==> src/rtl/srs_pkg.sv <==
// Package of the striped read splitter: field widths, defaults, queue entry and FSM type.
// Used by every module of the block; depends on nothing.
package srs_pkg;

  localparam int OFFSET_W = 48;
  localparam int LEN_W    = 32;
  localparam int SIZE_W   = 32;

  localparam int IN_DATA_W  = 80;
  localparam int OUT_DATA_W = 144;

  localparam logic [SIZE_W-1:0] OBJECT_SIZE_RESET = 32'd4194304;

  localparam int MAX_CHUNKS_DEFAULT  = 64;
  localparam int QUEUE_DEPTH_DEFAULT = 2;

  // Status codes of a result.
  localparam logic STATUS_OK       = 1'b0;
  localparam logic STATUS_TOO_MANY = 1'b1;

  // One classified request as it passes from the front part to the back part.
  typedef struct packed {
    logic [OFFSET_W-1:0] index;
    logic [SIZE_W-1:0]   start;
    logic [LEN_W-1:0]    length;
    logic                too_many;
  } srs_entry_t;

  typedef enum logic [1:0] {
    FRONT_IDLE,
    FRONT_DIV,
    FRONT_PUSH
  } front_state_t;

endpackage

==> src/rtl/srs_queue.sv <==
// Short register queue between the front and back parts of the splitter.
// Depends on srs_pkg for the entry type.
module srs_queue
  import srs_pkg::*;
#(
  parameter int DEPTH = QUEUE_DEPTH_DEFAULT
) (
  input  logic       clk,
  input  logic       rst,
  input  logic       push,
  input  srs_entry_t push_entry,
  output logic       full,
  input  logic       pop,
  output srs_entry_t pop_entry,
  output logic       empty
);

  localparam int PTR_W = $clog2(DEPTH);
  localparam int CNT_W = $clog2(DEPTH + 1);

  srs_entry_t             slots [DEPTH];
  logic [PTR_W-1:0]       wr_ptr;
  logic [PTR_W-1:0]       rd_ptr;
  logic [CNT_W-1:0]       count;
  logic                   do_push;
  logic                   do_pop;

  assign full      = (count == CNT_W'(DEPTH));
  assign empty     = (count == '0);
  assign do_push   = push && !full;
  assign do_pop    = pop && !empty;
  assign pop_entry = slots[rd_ptr];

  // Pointers and fill level.
  always_ff @(posedge clk) begin
    if (rst) begin
      wr_ptr <= '0;
      rd_ptr <= '0;
      count  <= '0;
    end else begin
      if (do_push) begin
        wr_ptr <= (wr_ptr == PTR_W'(DEPTH - 1)) ? '0 : wr_ptr + 1'b1;
      end
      if (do_pop) begin
        rd_ptr <= (rd_ptr == PTR_W'(DEPTH - 1)) ? '0 : rd_ptr + 1'b1;
      end
      if (do_push && !do_pop) begin
        count <= count + 1'b1;
      end else if (do_pop && !do_push) begin
        count <= count - 1'b1;
      end
    end
  end

  // Entry storage.
  always_ff @(posedge clk) begin
    if (do_push) begin
      slots[wr_ptr] <= push_entry;
    end
  end

endmodule

==> src/rtl/srs_front.sv <==
// Front part of the splitter: accepts requests, divides the offset by the object size
// one quotient bit a cycle and checks the span. Depends on srs_pkg.
module srs_front
  import srs_pkg::*;
#(
  parameter int MAX_CHUNKS = MAX_CHUNKS_DEFAULT
) (
  input  logic                 clk,
  input  logic                 rst,
  input  logic [SIZE_W:0]      size,
  input  logic                 req_valid,
  output logic                 req_ready,
  input  logic [OFFSET_W-1:0]  req_offset,
  input  logic [LEN_W-1:0]     req_length,
  output logic                 push,
  output srs_entry_t           push_entry,
  input  logic                 q_full
);

  localparam int CNT_W   = $clog2(OFFSET_W);
  localparam int LIMIT_W = $clog2(MAX_CHUNKS + 1) + SIZE_W + 1;
  localparam int SPAN_W  = SIZE_W + 2;

  front_state_t         state;
  front_state_t         state_next;
  logic [CNT_W-1:0]     div_cnt;
  logic [OFFSET_W-1:0]  quo;
  logic [SIZE_W:0]      rem;
  logic [LEN_W-1:0]     len;

  logic [SIZE_W+1:0]    rem_sh;
  logic                 rem_ge;
  logic [SIZE_W+1:0]    rem_sub;
  logic [SPAN_W-1:0]    span;
  logic [LIMIT_W-1:0]   limit;
  logic                 accept;

  // One restoring division step.
  always_comb begin
    rem_sh  = {rem, quo[OFFSET_W-1]};
    rem_ge  = (rem_sh >= {1'b0, size});
    rem_sub = rem_sh - {1'b0, size};
  end

  // Span check: the request needs more than MAX_CHUNKS objects exactly when
  // start plus length exceeds MAX_CHUNKS whole objects.
  always_comb begin
    span  = SPAN_W'(rem) + SPAN_W'(len);
    limit = LIMIT_W'(MAX_CHUNKS) * LIMIT_W'(size);
  end

  assign accept = req_valid && req_ready;

  always_comb begin
    push_entry.index    = quo;
    push_entry.start    = rem[SIZE_W-1:0];
    push_entry.length   = len;
    push_entry.too_many = (LIMIT_W'(span) > limit);
  end

  // State register.
  always_ff @(posedge clk) begin
    if (rst) begin
      state <= FRONT_IDLE;
    end else begin
      state <= state_next;
    end
  end

  // Next state and handshake outputs.
  always_comb begin
    state_next = state;
    req_ready  = 1'b0;
    push       = 1'b0;
    unique case (state)
      FRONT_IDLE: begin
        req_ready = 1'b1;
        if (req_valid && (req_length != '0)) begin
          state_next = FRONT_DIV;
        end
      end
      FRONT_DIV: begin
        if (div_cnt == CNT_W'(OFFSET_W - 1)) begin
          state_next = FRONT_PUSH;
        end
      end
      FRONT_PUSH: begin
        if (!q_full) begin
          push       = 1'b1;
          state_next = FRONT_IDLE;
        end
      end
      default: state_next = FRONT_IDLE;
    endcase
  end

  // Division datapath; a zero-length request is taken and dropped.
  always_ff @(posedge clk) begin
    if (accept) begin
      quo     <= req_offset;
      rem     <= '0;
      len     <= req_length;
      div_cnt <= '0;
    end else if (state == FRONT_DIV) begin
      quo     <= {quo[OFFSET_W-2:0], rem_ge};
      rem     <= rem_ge ? rem_sub[SIZE_W:0] : rem_sh[SIZE_W:0];
      div_cnt <= div_cnt + 1'b1;
    end
  end

endmodule

==> src/rtl/srs_back.sv <==
// Back part of the splitter: walks one classified request object by object and delivers
// a chunk a cycle through a registered output while it is not stalled. Depends on srs_pkg.
module srs_back
  import srs_pkg::*;
(
  input  logic                  clk,
  input  logic                  rst,
  input  logic [SIZE_W:0]       size,
  input  logic                  q_empty,
  input  srs_entry_t            q_entry,
  output logic                  pop,
  output logic                  m_tvalid,
  input  logic                  m_tready,
  output logic [OUT_DATA_W-1:0] m_tdata,
  output logic [0:0]            m_tuser,
  output logic                  m_tlast
);

  logic                 active;
  logic [OFFSET_W-1:0]  cur_index;
  logic [SIZE_W-1:0]    cur_start;
  logic [LEN_W-1:0]     cur_rem;
  logic [LEN_W-1:0]     cur_buf;
  logic                 cur_err;

  logic [OFFSET_W-1:0]  out_index;
  logic [SIZE_W-1:0]    out_off;
  logic [LEN_W-1:0]     out_len;
  logic [LEN_W-1:0]     out_buf;
  logic                 out_status;
  logic                 out_last;

  logic [SIZE_W:0]      room;
  logic [LEN_W-1:0]     take;
  logic [LEN_W-1:0]     rem_after;
  logic                 advance;

  // Chunk length is the smaller of the bytes left and the room in the object.
  always_comb begin
    room      = size - {1'b0, cur_start};
    take      = ({1'b0, cur_rem} < room) ? cur_rem : room[LEN_W-1:0];
    rem_after = cur_rem - take;
    advance   = active && (!m_tvalid || m_tready);
    pop       = !active && !q_empty;
  end

  // Control: current request and output register occupancy.
  always_ff @(posedge clk) begin
    if (rst) begin
      active   <= 1'b0;
      m_tvalid <= 1'b0;
    end else begin
      if (pop) begin
        active <= 1'b1;
      end else if (advance) begin
        active <= !(cur_err || (rem_after == '0));
      end
      if (advance) begin
        m_tvalid <= 1'b1;
      end else if (m_tready) begin
        m_tvalid <= 1'b0;
      end
    end
  end

  // Walk state and result payload.
  always_ff @(posedge clk) begin
    if (pop) begin
      cur_index <= q_entry.index;
      cur_start <= q_entry.start;
      cur_rem   <= q_entry.length;
      cur_buf   <= '0;
      cur_err   <= q_entry.too_many;
    end else if (advance) begin
      out_index <= cur_index;
      out_off   <= cur_start;
      if (cur_err) begin
        out_len    <= '0;
        out_buf    <= '0;
        out_status <= STATUS_TOO_MANY;
        out_last   <= 1'b1;
      end else begin
        out_len    <= take;
        out_buf    <= cur_buf;
        out_status <= STATUS_OK;
        out_last   <= (rem_after == '0);
      end
      cur_index <= cur_index + 1'b1;
      cur_start <= '0;
      cur_rem   <= rem_after;
      cur_buf   <= cur_buf + take;
    end
  end

  assign m_tdata = {out_buf, out_len, out_off, out_index};
  assign m_tuser = out_status;
  assign m_tlast = out_last;

endmodule

==> src/rtl/striped_read_splitter.sv <==
// Top level of the striped read splitter: object size register, front part, queue, back part.
// Depends on srs_pkg, srs_front, srs_queue and srs_back.
//
//   Channel   Direction  Handshake           Contents
//   s_*       in         s_tvalid/s_tready   byte_offset, request_length
//   m_*       out        m_tvalid/m_tready   object_index .. buffer_offset, status, last_chunk
//   cfg_*     in         cfg_wr_en           object size in bytes
//
// A request with non-zero length occupies the front part while it is accepted, while its offset
// is divided bit-serially by the object size and until it is queued. The back part then delivers
// one chunk a cycle, unless the output stalls, while the front divides the next request.
// Zero-length requests are taken and give nothing.
// Reset is synchronous; it empties the queue and sets the object size to 4194304 bytes.
// A stall on the output holds the result register and, once the queue fills, the input.
module striped_read_splitter
  import srs_pkg::*;
#(
  parameter int MAX_CHUNKS  = MAX_CHUNKS_DEFAULT,
  parameter int QUEUE_DEPTH = QUEUE_DEPTH_DEFAULT
) (
  input  logic                  clk,
  input  logic                  rst,
  input  logic                  s_tvalid,
  output logic                  s_tready,
  input  logic [IN_DATA_W-1:0]  s_tdata,   // byte_offset[47:0], request_length[79:48]
  output logic                  m_tvalid,
  input  logic                  m_tready,
  output logic [OUT_DATA_W-1:0] m_tdata,   // object_index[47:0], object_offset[79:48],
                                           // chunk_length[111:80], buffer_offset[143:112]
  output logic [0:0]            m_tuser,   // status[0]
  output logic                  m_tlast,   // last_chunk
  input  logic                  cfg_wr_en,
  input  logic [SIZE_W-1:0]     cfg_wr_data // object size in bytes
);

  logic [SIZE_W-1:0] obj_bytes;
  logic [SIZE_W:0]   size;
  logic              push;
  srs_entry_t        push_entry;
  logic              q_full;
  logic              pop;
  srs_entry_t        pop_entry;
  logic              q_empty;

  // Object size register; zero stands for 2^32 bytes.
  always_ff @(posedge clk) begin
    if (rst) begin
      obj_bytes <= OBJECT_SIZE_RESET;
    end else if (cfg_wr_en) begin
      obj_bytes <= cfg_wr_data;
    end
  end

  assign size = (obj_bytes == '0) ? {1'b1, {SIZE_W{1'b0}}} : {1'b0, obj_bytes};

  srs_front #(
    .MAX_CHUNKS (MAX_CHUNKS)
  ) u_front (
    .clk        (clk),
    .rst        (rst),
    .size       (size),
    .req_valid  (s_tvalid),
    .req_ready  (s_tready),
    .req_offset (s_tdata[OFFSET_W-1:0]),
    .req_length (s_tdata[OFFSET_W+LEN_W-1:OFFSET_W]),
    .push       (push),
    .push_entry (push_entry),
    .q_full     (q_full)
  );

  srs_queue #(
    .DEPTH (QUEUE_DEPTH)
  ) u_queue (
    .clk        (clk),
    .rst        (rst),
    .push       (push),
    .push_entry (push_entry),
    .full       (q_full),
    .pop        (pop),
    .pop_entry  (pop_entry),
    .empty      (q_empty)
  );

  srs_back u_back (
    .clk      (clk),
    .rst      (rst),
    .size     (size),
    .q_empty  (q_empty),
    .q_entry  (pop_entry),
    .pop      (pop),
    .m_tvalid (m_tvalid),
    .m_tready (m_tready),
    .m_tdata  (m_tdata),
    .m_tuser  (m_tuser),
    .m_tlast  (m_tlast)
  );

endmodule

==> config.mk <==
export PLATFORM = sky130hd
export DESIGN_NAME = striped_read_splitter
export DESIGN_NICKNAME = d
export VERILOG_FILES = /design/src/rtl/srs_pkg.sv /design/src/rtl/srs_queue.sv /design/src/rtl/srs_front.sv /design/src/rtl/srs_back.sv /design/src/rtl/striped_read_splitter.sv
export SDC_FILE = /design/constraint.sdc
export NUM_CORES = 1
export LEC_CHECK = 0
export BUFFER_PORTS_ARGS = -buffer_cell sky130_fd_sc_hd__buf_2
export CORE_MARGIN = 3
export CORE_UTILIZATION = 66
export DETAILED_ROUTE_END_ITERATION = 8
export PLACE_DENSITY = 0.91
export REMOVE_ABC_BUFFERS = 1
export SLEW_MARGIN = 10
export SYNTH_ARGS = -nofsm -noshare
export SYNTH_HDL_FRONTEND = slang
export SYNTH_SLANG_ARGS = --single-unit
==> constraint.sdc <==
create_clock -name clk -period 17.3 [get_ports clk]
set_input_delay 1.73 -clock clk [delete_from_list [all_inputs] [get_ports clk]]
set_output_delay 1.73 -clock clk [all_outputs]
set_load 0.02 [all_outputs]
* Word-level counts from Yosys, hierarchy flattened
Memory sizes are Yosys's and may differ from the RTL's. A register that Yosys moved wholly into a read port is not among the register bits.
Index checks and enable logic that the tools add are counted.
** Word-level totals
- Bits in latches :: 0
- Memories :: 1
- Memory bits (writable) :: 226
- Word-level logic and storage cells :: 104
- Memory bits (read-only) :: 0
- Flip-flop bits (word level) :: 450
- Output and inout port bits :: 148
- Input port bits :: 117
** Operators by class
- Reduce and logical (&&, ||, !) cells :: 28
- Add/subtract/negate cells :: 11
- Shifts and indexed selects :: 0
- Multiplexer cells :: 31
- Equality and inequality tests :: 7
- $lt $le $gt $ge :: 3
- Multipliers :: 0
- Divide/modulo/power cells :: 0
- Bitwise logic cells :: 1
** Memories
- u_queue.slots :: depth 2, width 113, rd ports 1, clocked after Yosys merged registers in 1, wr ports 1, RTL line srs_queue.sv:21 : srs_entry_t slots [DEPTH];
** Operators with widths (number)
- two-way mux 48 bit :: 4
- two-way mux 32 bit :: 5
- two-way mux 33 bit :: 2
- zero test 32 bit :: 2
- adder 48 x 1 -> 48 bit (second input constant) :: 1
- > comparator 34 x 39 -> 1 bit :: 1
- adder 33 x 32 -> 34 bit :: 1
- greater-or-equal comparator 34 x 33 -> 1 bit :: 1
- less-than comparator 32 x 33 -> 1 bit :: 1
- subtractor 33 x 32 -> 33 bit :: 1
- subtractor 33 bit :: 1
- adder 32 bit :: 1
- nonzero test 32 bit :: 1
- subtractor 32 bit :: 1
- two-way mux 1 bit :: 14
- two-way mux 2 bit :: 5
- logical AND 1 bit :: 8
- nonzero test 2 bit :: 4
- zero test 1 bit :: 7
- adder 6 x 1 -> 6 bit (second input constant) :: 1
- == test 6 bit (second input constant) :: 1
- case mux 2 bit (3 select lines) :: 1
- == test 2 bit (second input constant) :: 2
- zero test 2 bit :: 2
- other kinds (10) :: 13

* Longest topological paths before layout
Gate-level depths: netlist (run 1).
- Depth after elaboration :: 11
- Mapped depth :: 54
- Gate-level depth less buffers :: 48

* Modules after synthesis
A second synthesis (run 1) with hierarchy kept.
** Second synthesis, totals
- Cells, all modules :: 3386
- Area, all modules :: 37634.8 um2
** By module, submodules not included
- srs_back :: instances 1, cells each 1941, sequential area each 8458.1 um2, area an instance 18711.7 um2
- srs_front :: instances 1, cells each 922, sequential area each 3223.1 um2, area an instance 8906.0 um2
- srs_queue :: instances 1, cells each 377, sequential area each 6886.6 um2, area an instance 8664.6 um2
- striped_read_splitter :: instances 1, cells each 146, sequential area each 640.6 um2, area an instance 1352.5 um2

* Least setup slack after synthesis (run 1)
No wires, ideal clock.
- Kind :: register to register
- Start point :: register obj_bytes[0]
- End point :: register u_back.active
- Period minus slack after synthesis :: 10.128 ns
- Arrival :: 9.875 ns
- Stages on the path, launching flop included :: 48
- Data required time :: 17.047 ns
- Path buffers :: 6
- Setup time :: 0.253 ns
- Path slack :: 7.172 ns
- Cells stage by stage :: dfxtp_1 > inv_1 > ha_1 > inv_1 > fa_1 > a21o_1 > a221oi_2 > o211ai_4 > a21boi_2 > nor2_1 > nor2_1 > nor2b_1 > or3_1 > a21o_1 > a21o_1 > a21o_1 > a21o_1 > a21o_1 > [12 not listed] > clkbuf_1 > buf_1 > mux2i_1 > ha_1 > clkbuf_1 > a32oi_1 > o21ai_1 > a222oi_1 > nand2_2 > a21oi_2 > o21ai_1 > maj3_2 > xor2_1 > a211oi_1 > nand3_1 > or4_1 > o31ai_2 > a221oi_1
** On the way
- Word-level cells in the longest chain between the ends :: 11
** RTL lines
- start: declaration :: RTL line striped_read_splitter.sv:36 : logic [SIZE_W-1:0] obj_bytes;
- start signal: assignment :: RTL line striped_read_splitter.sv:50 : obj_bytes <= cfg_wr_data;
- zero test 32 bit :: RTL line striped_read_splitter.sv:54 : assign size = (obj_bytes == '0) ? {1'b1, {SIZE_W{1'b0}}} : {1'b0, obj_bytes};
- two-way mux 33 bit (*) :: RTL line striped_read_splitter.sv:54
- subtractor 33 x 32 -> 33 bit (*) :: RTL line srs_back.sv:40 : room = size - {1'b0, cur_start};
- less-than comparator 32 x 33 -> 1 bit :: RTL line srs_back.sv:41 : take = ({1'b0, cur_rem} < room) ? cur_rem : room[LEN_W-1:0];
- two-way mux 32 bit (*) :: RTL line srs_back.sv:41
- subtractor 32 bit (*) :: RTL line srs_back.sv:42 : rem_after = cur_rem - take;
- zero test 32 bit (*) :: RTL line srs_back.sv:56 : active <= !(cur_err || (rem_after == '0));
- logical OR 1 bit (*) :: RTL line srs_back.sv:56
- zero test 1 bit (*) :: RTL line srs_back.sv:56
- two-way mux 1 bit (*) :: RTL line srs_back.sv:55 : end else if (advance) begin
- two-way mux 1 bit (*) :: RTL line srs_back.sv:53 : if (pop) begin
- end signal: assignment :: RTL line srs_back.sv:56
- end: declaration :: RTL line srs_back.sv:19 : logic active;
Every way passes the cells marked *; elsewhere a longest branch is shown, timed or not. The select of a mux whose other input is x is not followed.
A chain may end at the register's enable or synchronous reset.

* Worst setup path in the final report (run 1)
Same ends and word-level chain as after synthesis.

==> metrics, run 1 <==
status=finished, final reports clean; Worst Hold Class=reg -> reg; WL/cell=21.3 um; cell mode on critical path=a21o_1; CP endpoint kind=flip-flop; Async SR Flop Fraction=0; Vias/cell=6.26; Area Growth Syn to Fin=11.6%; total CTS buffers=68; leading cell types in the layout, fill and taps excluded=565 x edfxtp_1, 360 x nand2_1, 294 x nor2_1, 264 x buf_2, 206 x a21oi_1; register area=19,200 sq um; PD cells=227 nW/um^2; Leakage=15.6 nW; Worst-Skew Late Latency=630 ps; Hold Path Stages=0; Critical R2R Capture=u_back.active$_SDFFE_PP0P_; clock-pin transition on the worst setup and hold timing paths=60 ps; DRC=0; share of post-route cells with drive strength above 1=0.130; mapped cell area=35,900 sq um; setup repair bufs after CTS=0; multi-input logic area=15,500 sq um; Worst Hold Path EP=u_back.out_off[3]$_DFFE_PP_; setup violators final=0; Post-Syn Area per Cell=10.8 sq um; final hold vios=0; Routed Antenna Nets=0; largest net degree at the start of global routing=86; slew margin rel.=0.247; DP Cell Count=4,148; gpl congestion=0.987; first-pass GRT wire length=140 mm; Placed Area=37,700 sq um; via count=26.8k; Max-cap violations=0; R2R Path Start=obj_bytes[0]$_SDFFE_PP0P_; critical path peak fanout=58; total power=9.10 mW; Top Ports=265; kind of critical path=reg -> reg; Pins Over Slew Limit=0; Root Buffer=clkbuf_16; PortBufs=264; Routed WL=91.2 mm; CP Data Arrival Time=10,920 ps; initial antenna violation count=6; worst reg-to-reg setup slack=6820 ps; Fmax=95.4 MHz; Tot GR Track Use=0.315; Yosys reg bits=677; Slew @ Worst Pin=1130 ps; standard-cell rows=84; hold_buf cts=0; HP Start=u_back.cur_start[3]$_SDFFCE_PN0P_; Final min period=10,480 ps; Chip Width=239 um; initial core utilization=0.675; skew final=35.4 ps; Synth area leader=edfxtp_1; number of global-route vias before repair=26.1k; Final TNS setup=0 ps; yosys warns=0; final core occ=0.753; Core ar.=53,200 sq um; H-tree depth=3; Worst VDD drop=0.000135 V; top post-synthesis cells by area=edfxtp_1 47%, ha_1 6.3%, dfxtp_1 6.2%, mux2i_1 4.3%, nand2_1 3.8%; Pre-Repair DR Iteration Count=8; grt total ovfl=0; clock buffer depth=3; CP max stage delay=630 ps; clk sinks=677; Cell variety after synth=105; post-CTS sizing=0; die area=57,200 sq um; DRT iter0 DRCs=2,686; Req. time, crit path=17,750 ps; final net count=3,831; Slowest-stage cell, CP=o31ai_1; CTS tree=yes; commonest non-fill, non-tap cell in the layout=edfxtp_1; Register-to-Register Path Depth=43; Die Height=239 um; Post-synth EDFFs=565; RSZ-0062 raised after global routing=no; critical path launch point type=flip-flop; DP HPWL=63.7 mm; Finished Layout Cells=4,277; Post-Synthesis Cells=3,315; Final Cell Area=40,000 sq um; Seq/Total Area, Yosys=0.535; Synth Flop Type=edfxtp_1; post-synth top area share=0.473; # fillers=3,431; final period utilization=0.606
state kept, by name, summed over array words and instances, names as in the netlist, 2 cells and up, named ones only:
name              cells
u_back.cur_rem       32
u_back.cur_index     48
u_back.out_index     48
u_back.cur_buf       32
u_front.quo          48
u_front.rem          33
u_front.len          32
u_queue.count         2
u_front.state         2
u_back.out_len       32
u_front.div_cnt       6
u_back.out_off       32
u_back.out_buf       32
obj_bytes            32
u_back.cur_start     32
u_queue.slots       226
where the power goes:
part	switching (mW)	internal (mW)	leakage, nW
clock network	0.642	0.872	1.10
registers	0.381	2.37	6.21
logic	2.99	1.85	8.27
logic make-up (layout without fill, tap and decap cells):
logic type	Yosys count	in the layout	share of synthesized area
and+or+nand+nor	1046	1046	0.136
AOI/OAI and AO/OA	709	709	0.126
DFF	677	677	0.535
buffers and inverters	316	585	0.0336
adders and majority gates	212	212	0.0729
xor gates and xnor gates	192	192	0.0495
muxes	163	163	0.0463
other	0	5	0
synth_stat cells, types with 5 or more instances:
library cell	number
buf_1	16
clkbuf_1	119
or3_1	30
edfxtp_1	565
dfxtp_1	112
or2_2	17
o31a_1	12
nor2b_1	66
nor2_1	295
mux2i_1	153
a31oi_1	25
nand2_1	361
nand3_1	46
a21o_1	47
nand3b_1	6
a22o_1	9
o31ai_1	14
xor2_1	65
nand4_1	45
and3_1	22
o211ai_1	20
xnor2_1	120
o21ai_0	189
mux2_2	7
o21ai_1	16
a21oi_1	206
inv_1	170
nor3_1	32
a32oi_1	6
o21a_1	20
and4_1	7
a211oi_1	27
ha_1	181
maj3_1	24
o21bai_1	8
a31o_2	5
a22oi_1	9
a211o_1	7
and2_1	31
nand2b_1	32
nor4_1	31
a21boi_0	17
how the worst max path moves through the flow:
stage                                         end  slack [ps]                     startpoint  depth (start not counted)
finish                 u_back.active$_SDFFE_PP0P_        6820      obj_bytes[0]$_SDFFE_PP0P_                         43
global route           u_back.active$_SDFFE_PP0P_        6230      obj_bytes[0]$_SDFFE_PP0P_                         43
global placement       u_back.active$_SDFFE_PP0P_        7440      obj_bytes[0]$_SDFFE_PP0P_                         43
floorplan           u_back.cur_index[0]$_DFFE_PP_        5750  u_queue.count[0]$_SDFFE_PP0P_                          4
CTS                    u_back.active$_SDFFE_PP0P_        6920      obj_bytes[0]$_SDFFE_PP0P_                         43
detailed placement     u_back.active$_SDFFE_PP0P_        7080      obj_bytes[0]$_SDFFE_PP0P_                         43
layout make-up:
| cell class | count | share of cell area |
|---|---|---|
| flip-flops and latches | 677 | 0.480 |
| clock buffers | 87 | 0.0451 |
| inverters | 174 | 0.0166 |
| diodes | 5 | 0.000312 |
| multi-input cells | 2322 | 0.387 |
| well taps | 688 | 0.0215 |
| repair buffers | 287 | 0.0373 |
| clock inverters | 37 | 0.0123 |
per-layer routing:
layer / vias to the layer above / GRT usage / wire length (um)
li1: 12500 / - / -
met1: 12700 / 0.399 / 35000
met2: 1326 / 0.531 / 43400
met3: 280 / 0.0496 / 7760
met4: 4 / 0.161 / 5080
met5: - / 0 / 17
stage by stage:
step           worst slack [ps]  hold slack [ps]
6_report                   6820              446
5_1_grt                    6230              465
4_1_cts                    6920              447
3_5_place_dp               7080              433
3_3_place_gp               7440              430
2_1_floorplan              5750              426
worst max-delay path, delay by kind of cell (launching register included):
family	cells	cell delay [ps]
AO/OA/AOI/OAI	18	4320
XOR/XNOR	2	440
adder cells (fa/ha/maj)	4	1120
buffers and inverters	5	880
flip-flops	1	360
multiplexers	1	180
AND/OR/NAND/NOR	13	2940
(Power assumes the default switching activity.)
==> run 2: changes to the inputs <==
Settings changed: CORE_UTILIZATION 66 to 61, PLACE_DENSITY 0.91 to 0.86.
Clock period 17.3 ns to 10 ns, I/O delays scaled along.
==> run 2 against run 1 <==
Against the previous run:
- utilization down 5.5 points
- sequential power increased by 73%
- total power grew 75%
- die area up 8.0%
- critical endpoint unchanged
- sequential share of layout area down 0.47 points
- worst hold slack better by 2.3 ps
- register-to-register slack worse by 6400 ps
- first-iteration DRC count fell by 12%
- critical path type unchanged
- design area is 0.99% higher
- worst setup slack got worse by 6400 ps
- largest power group unchanged
- clock power up 79%
- cell count is 2.3% higher
==> metrics, run 2 (synthesized netlist as in run 1, its figures left out) <==
H-tree depth=3; total CTS buffers=69; Root Buffer=clkbuf_16; DRT iter0 DRCs=2,369; number of flip-flops in the largest register=226; clock-pin transition on the worst setup and hold timing paths=60 ps; kind of critical path=reg -> reg; critical path launch point type=flip-flop; gpl congestion=0.974; Worst-Skew Late Latency=640 ps; critical path peak fanout=14; Final TNS setup=0 ps; Worst VDD drop=0.000229 V; Buf/Inv on CP=4; number of global-route vias before repair=25.8k; status=finished, final reports clean; Worst Hold Class=reg -> reg; Crit path max-delay family=compound AO/OA/AOI/OAI gates; initial antenna violation count=16; via count=26.7k; Req. time, crit path=10,440 ps; slew margin rel.=0.169; register bank with the most flops=u_queue.slots; CP max stage delay=610 ps; skew final=41.8 ps; Slew @ Worst Pin=1250 ps; Chip Width=249 um; Top Ports=265; grt total ovfl=0; Final min period=9590 ps; initial core utilization=0.620; Slowest-stage cell, CP=or4_1; Core ar.=57,900 sq um; DRC=0; DP Cell Count=4,235; Setup WS post-layout=408 ps; WL/cell=21.3 um; largest net degree at the start of global routing=74; Tot GR Track Use=0.295; first-pass GRT wire length=144 mm; CTS tree=yes; Pre-Repair DR Iteration Count=6; Pins Over Slew Limit=0; clk sinks=677; share of post-route cells with drive strength above 1=0.137; final net count=3,844; standard-cell rows=88; CP endpoint kind=flip-flop; leading cell types in the layout, fill and taps excluded=565 x edfxtp_1, 360 x nand2_1, 293 x nor2_1, 264 x buf_2, 205 x a21oi_1; PD cells=395 nW/um^2; Die Height=249 um; die area=61,800 sq um; Max-cap violations=0; Vias/cell=6.11; DP HPWL=65.3 mm; Fmax=104 MHz; Finished Layout Cells=4,376; PortBufs=264; clock buffer depth=3; final hold vios=0; pre-CTS setup slack=389 ps; cell mode on critical path=a21o_1; Routed Antenna Nets=0; CP Data Arrival Time=10,040 ps; commonest non-fill, non-tap cell in the layout=edfxtp_1; setup violators final=0; final core occ=0.698; final period utilization=0.959; Routed WL=93.3 mm; Leakage=15.7 nW; Area Growth Syn to Fin=12.7%
-- run 2: cell types whose count changed in the layout (fill, tap and decap cells not counted), moves of 2 or more --
cell,previous run,this run
buf_4,23,34
clkbuf_8,1,5
clkinv_2,11,8
clkinv_4,0,3
diode_2,5,13
inv_6,5,1
nor2b_1,65,63
nor2b_2,0,2
o21ai_0,188,186
-- run 2: power breakdown --
| group | total [mW] | leakage (nW) | internal (mW) | switching [mW] |
|---|---|---|---|---|
| Clock | 2.71 | 1.15 | 1.58 | 1.12 |
| Combinational | 8.50 | 8.34 | 3.30 | 5.20 |
| Sequential | 4.76 | 6.21 | 4.10 | 0.662 |
-- run 2: final timing paths --
check / startpoint / slack [ps] / endpoint / depth (start not counted)
max: u_back.cur_start[0]$_SDFFCE_PN0P_ / 410 / u_back.active$_SDFFE_PP0P_ / 43
min: u_back.cur_start[1]$_SDFFCE_PN0P_ / 450 / u_back.out_off[1]$_DFFE_PP_ / 0
max reg2reg: u_back.cur_start[0]$_SDFFCE_PN0P_ / 410 / u_back.active$_SDFFE_PP0P_ / 43
min reg2reg: u_back.cur_start[1]$_SDFFCE_PN0P_ / 450 / u_back.out_off[1]$_DFFE_PP_ / 0
-- run 2: cell type report --
| class | instances | area [sq um] |
|---|---|---|
| Sequential cell | 677 | 19200 |
| Fill cell | 4102 | 17500 |
| Multi-Input combinational cell | 2322 | 15600 |
| Clock buffer | 92 | 1880 |
| Timing Repair Buffer | 299 | 1600 |
| Tap cell | 765 | 957 |
| Inverter | 174 | 663 |
| Clock inverter | 34 | 522 |
| Antenna cell | 13 | 32.5 |
-- run 2: layer usage --
metal / global-route usage / wire length (um) / up-vias
met1: 0.382 / 36500 / 12600
met2: 0.480 / 44000 / 1274
met4: 0.150 / 4860 / 8
met3: 0.0509 / 7830 / 263
met5: 0 / 61 / -
li1: - / - / 12500
-- run 2: timing repair --
item / in CTS / in global routing
buffers inserted: 0 / 2
setup endpoints to repair: 0 / 10
resized for setup: 0 / 18
hold buffers: 0 / 0
-- run 2: per-stage QoR --
step	area (sq um)	power, mW	hold slack (ps)
after floorplan	35300	10.8	426
after global placement	37900	12.8	430
after detailed placement	37900	13.0	435
after CTS	40300	15.8	448
after global routing	40400	17.0	459
final	40400	16.0	449
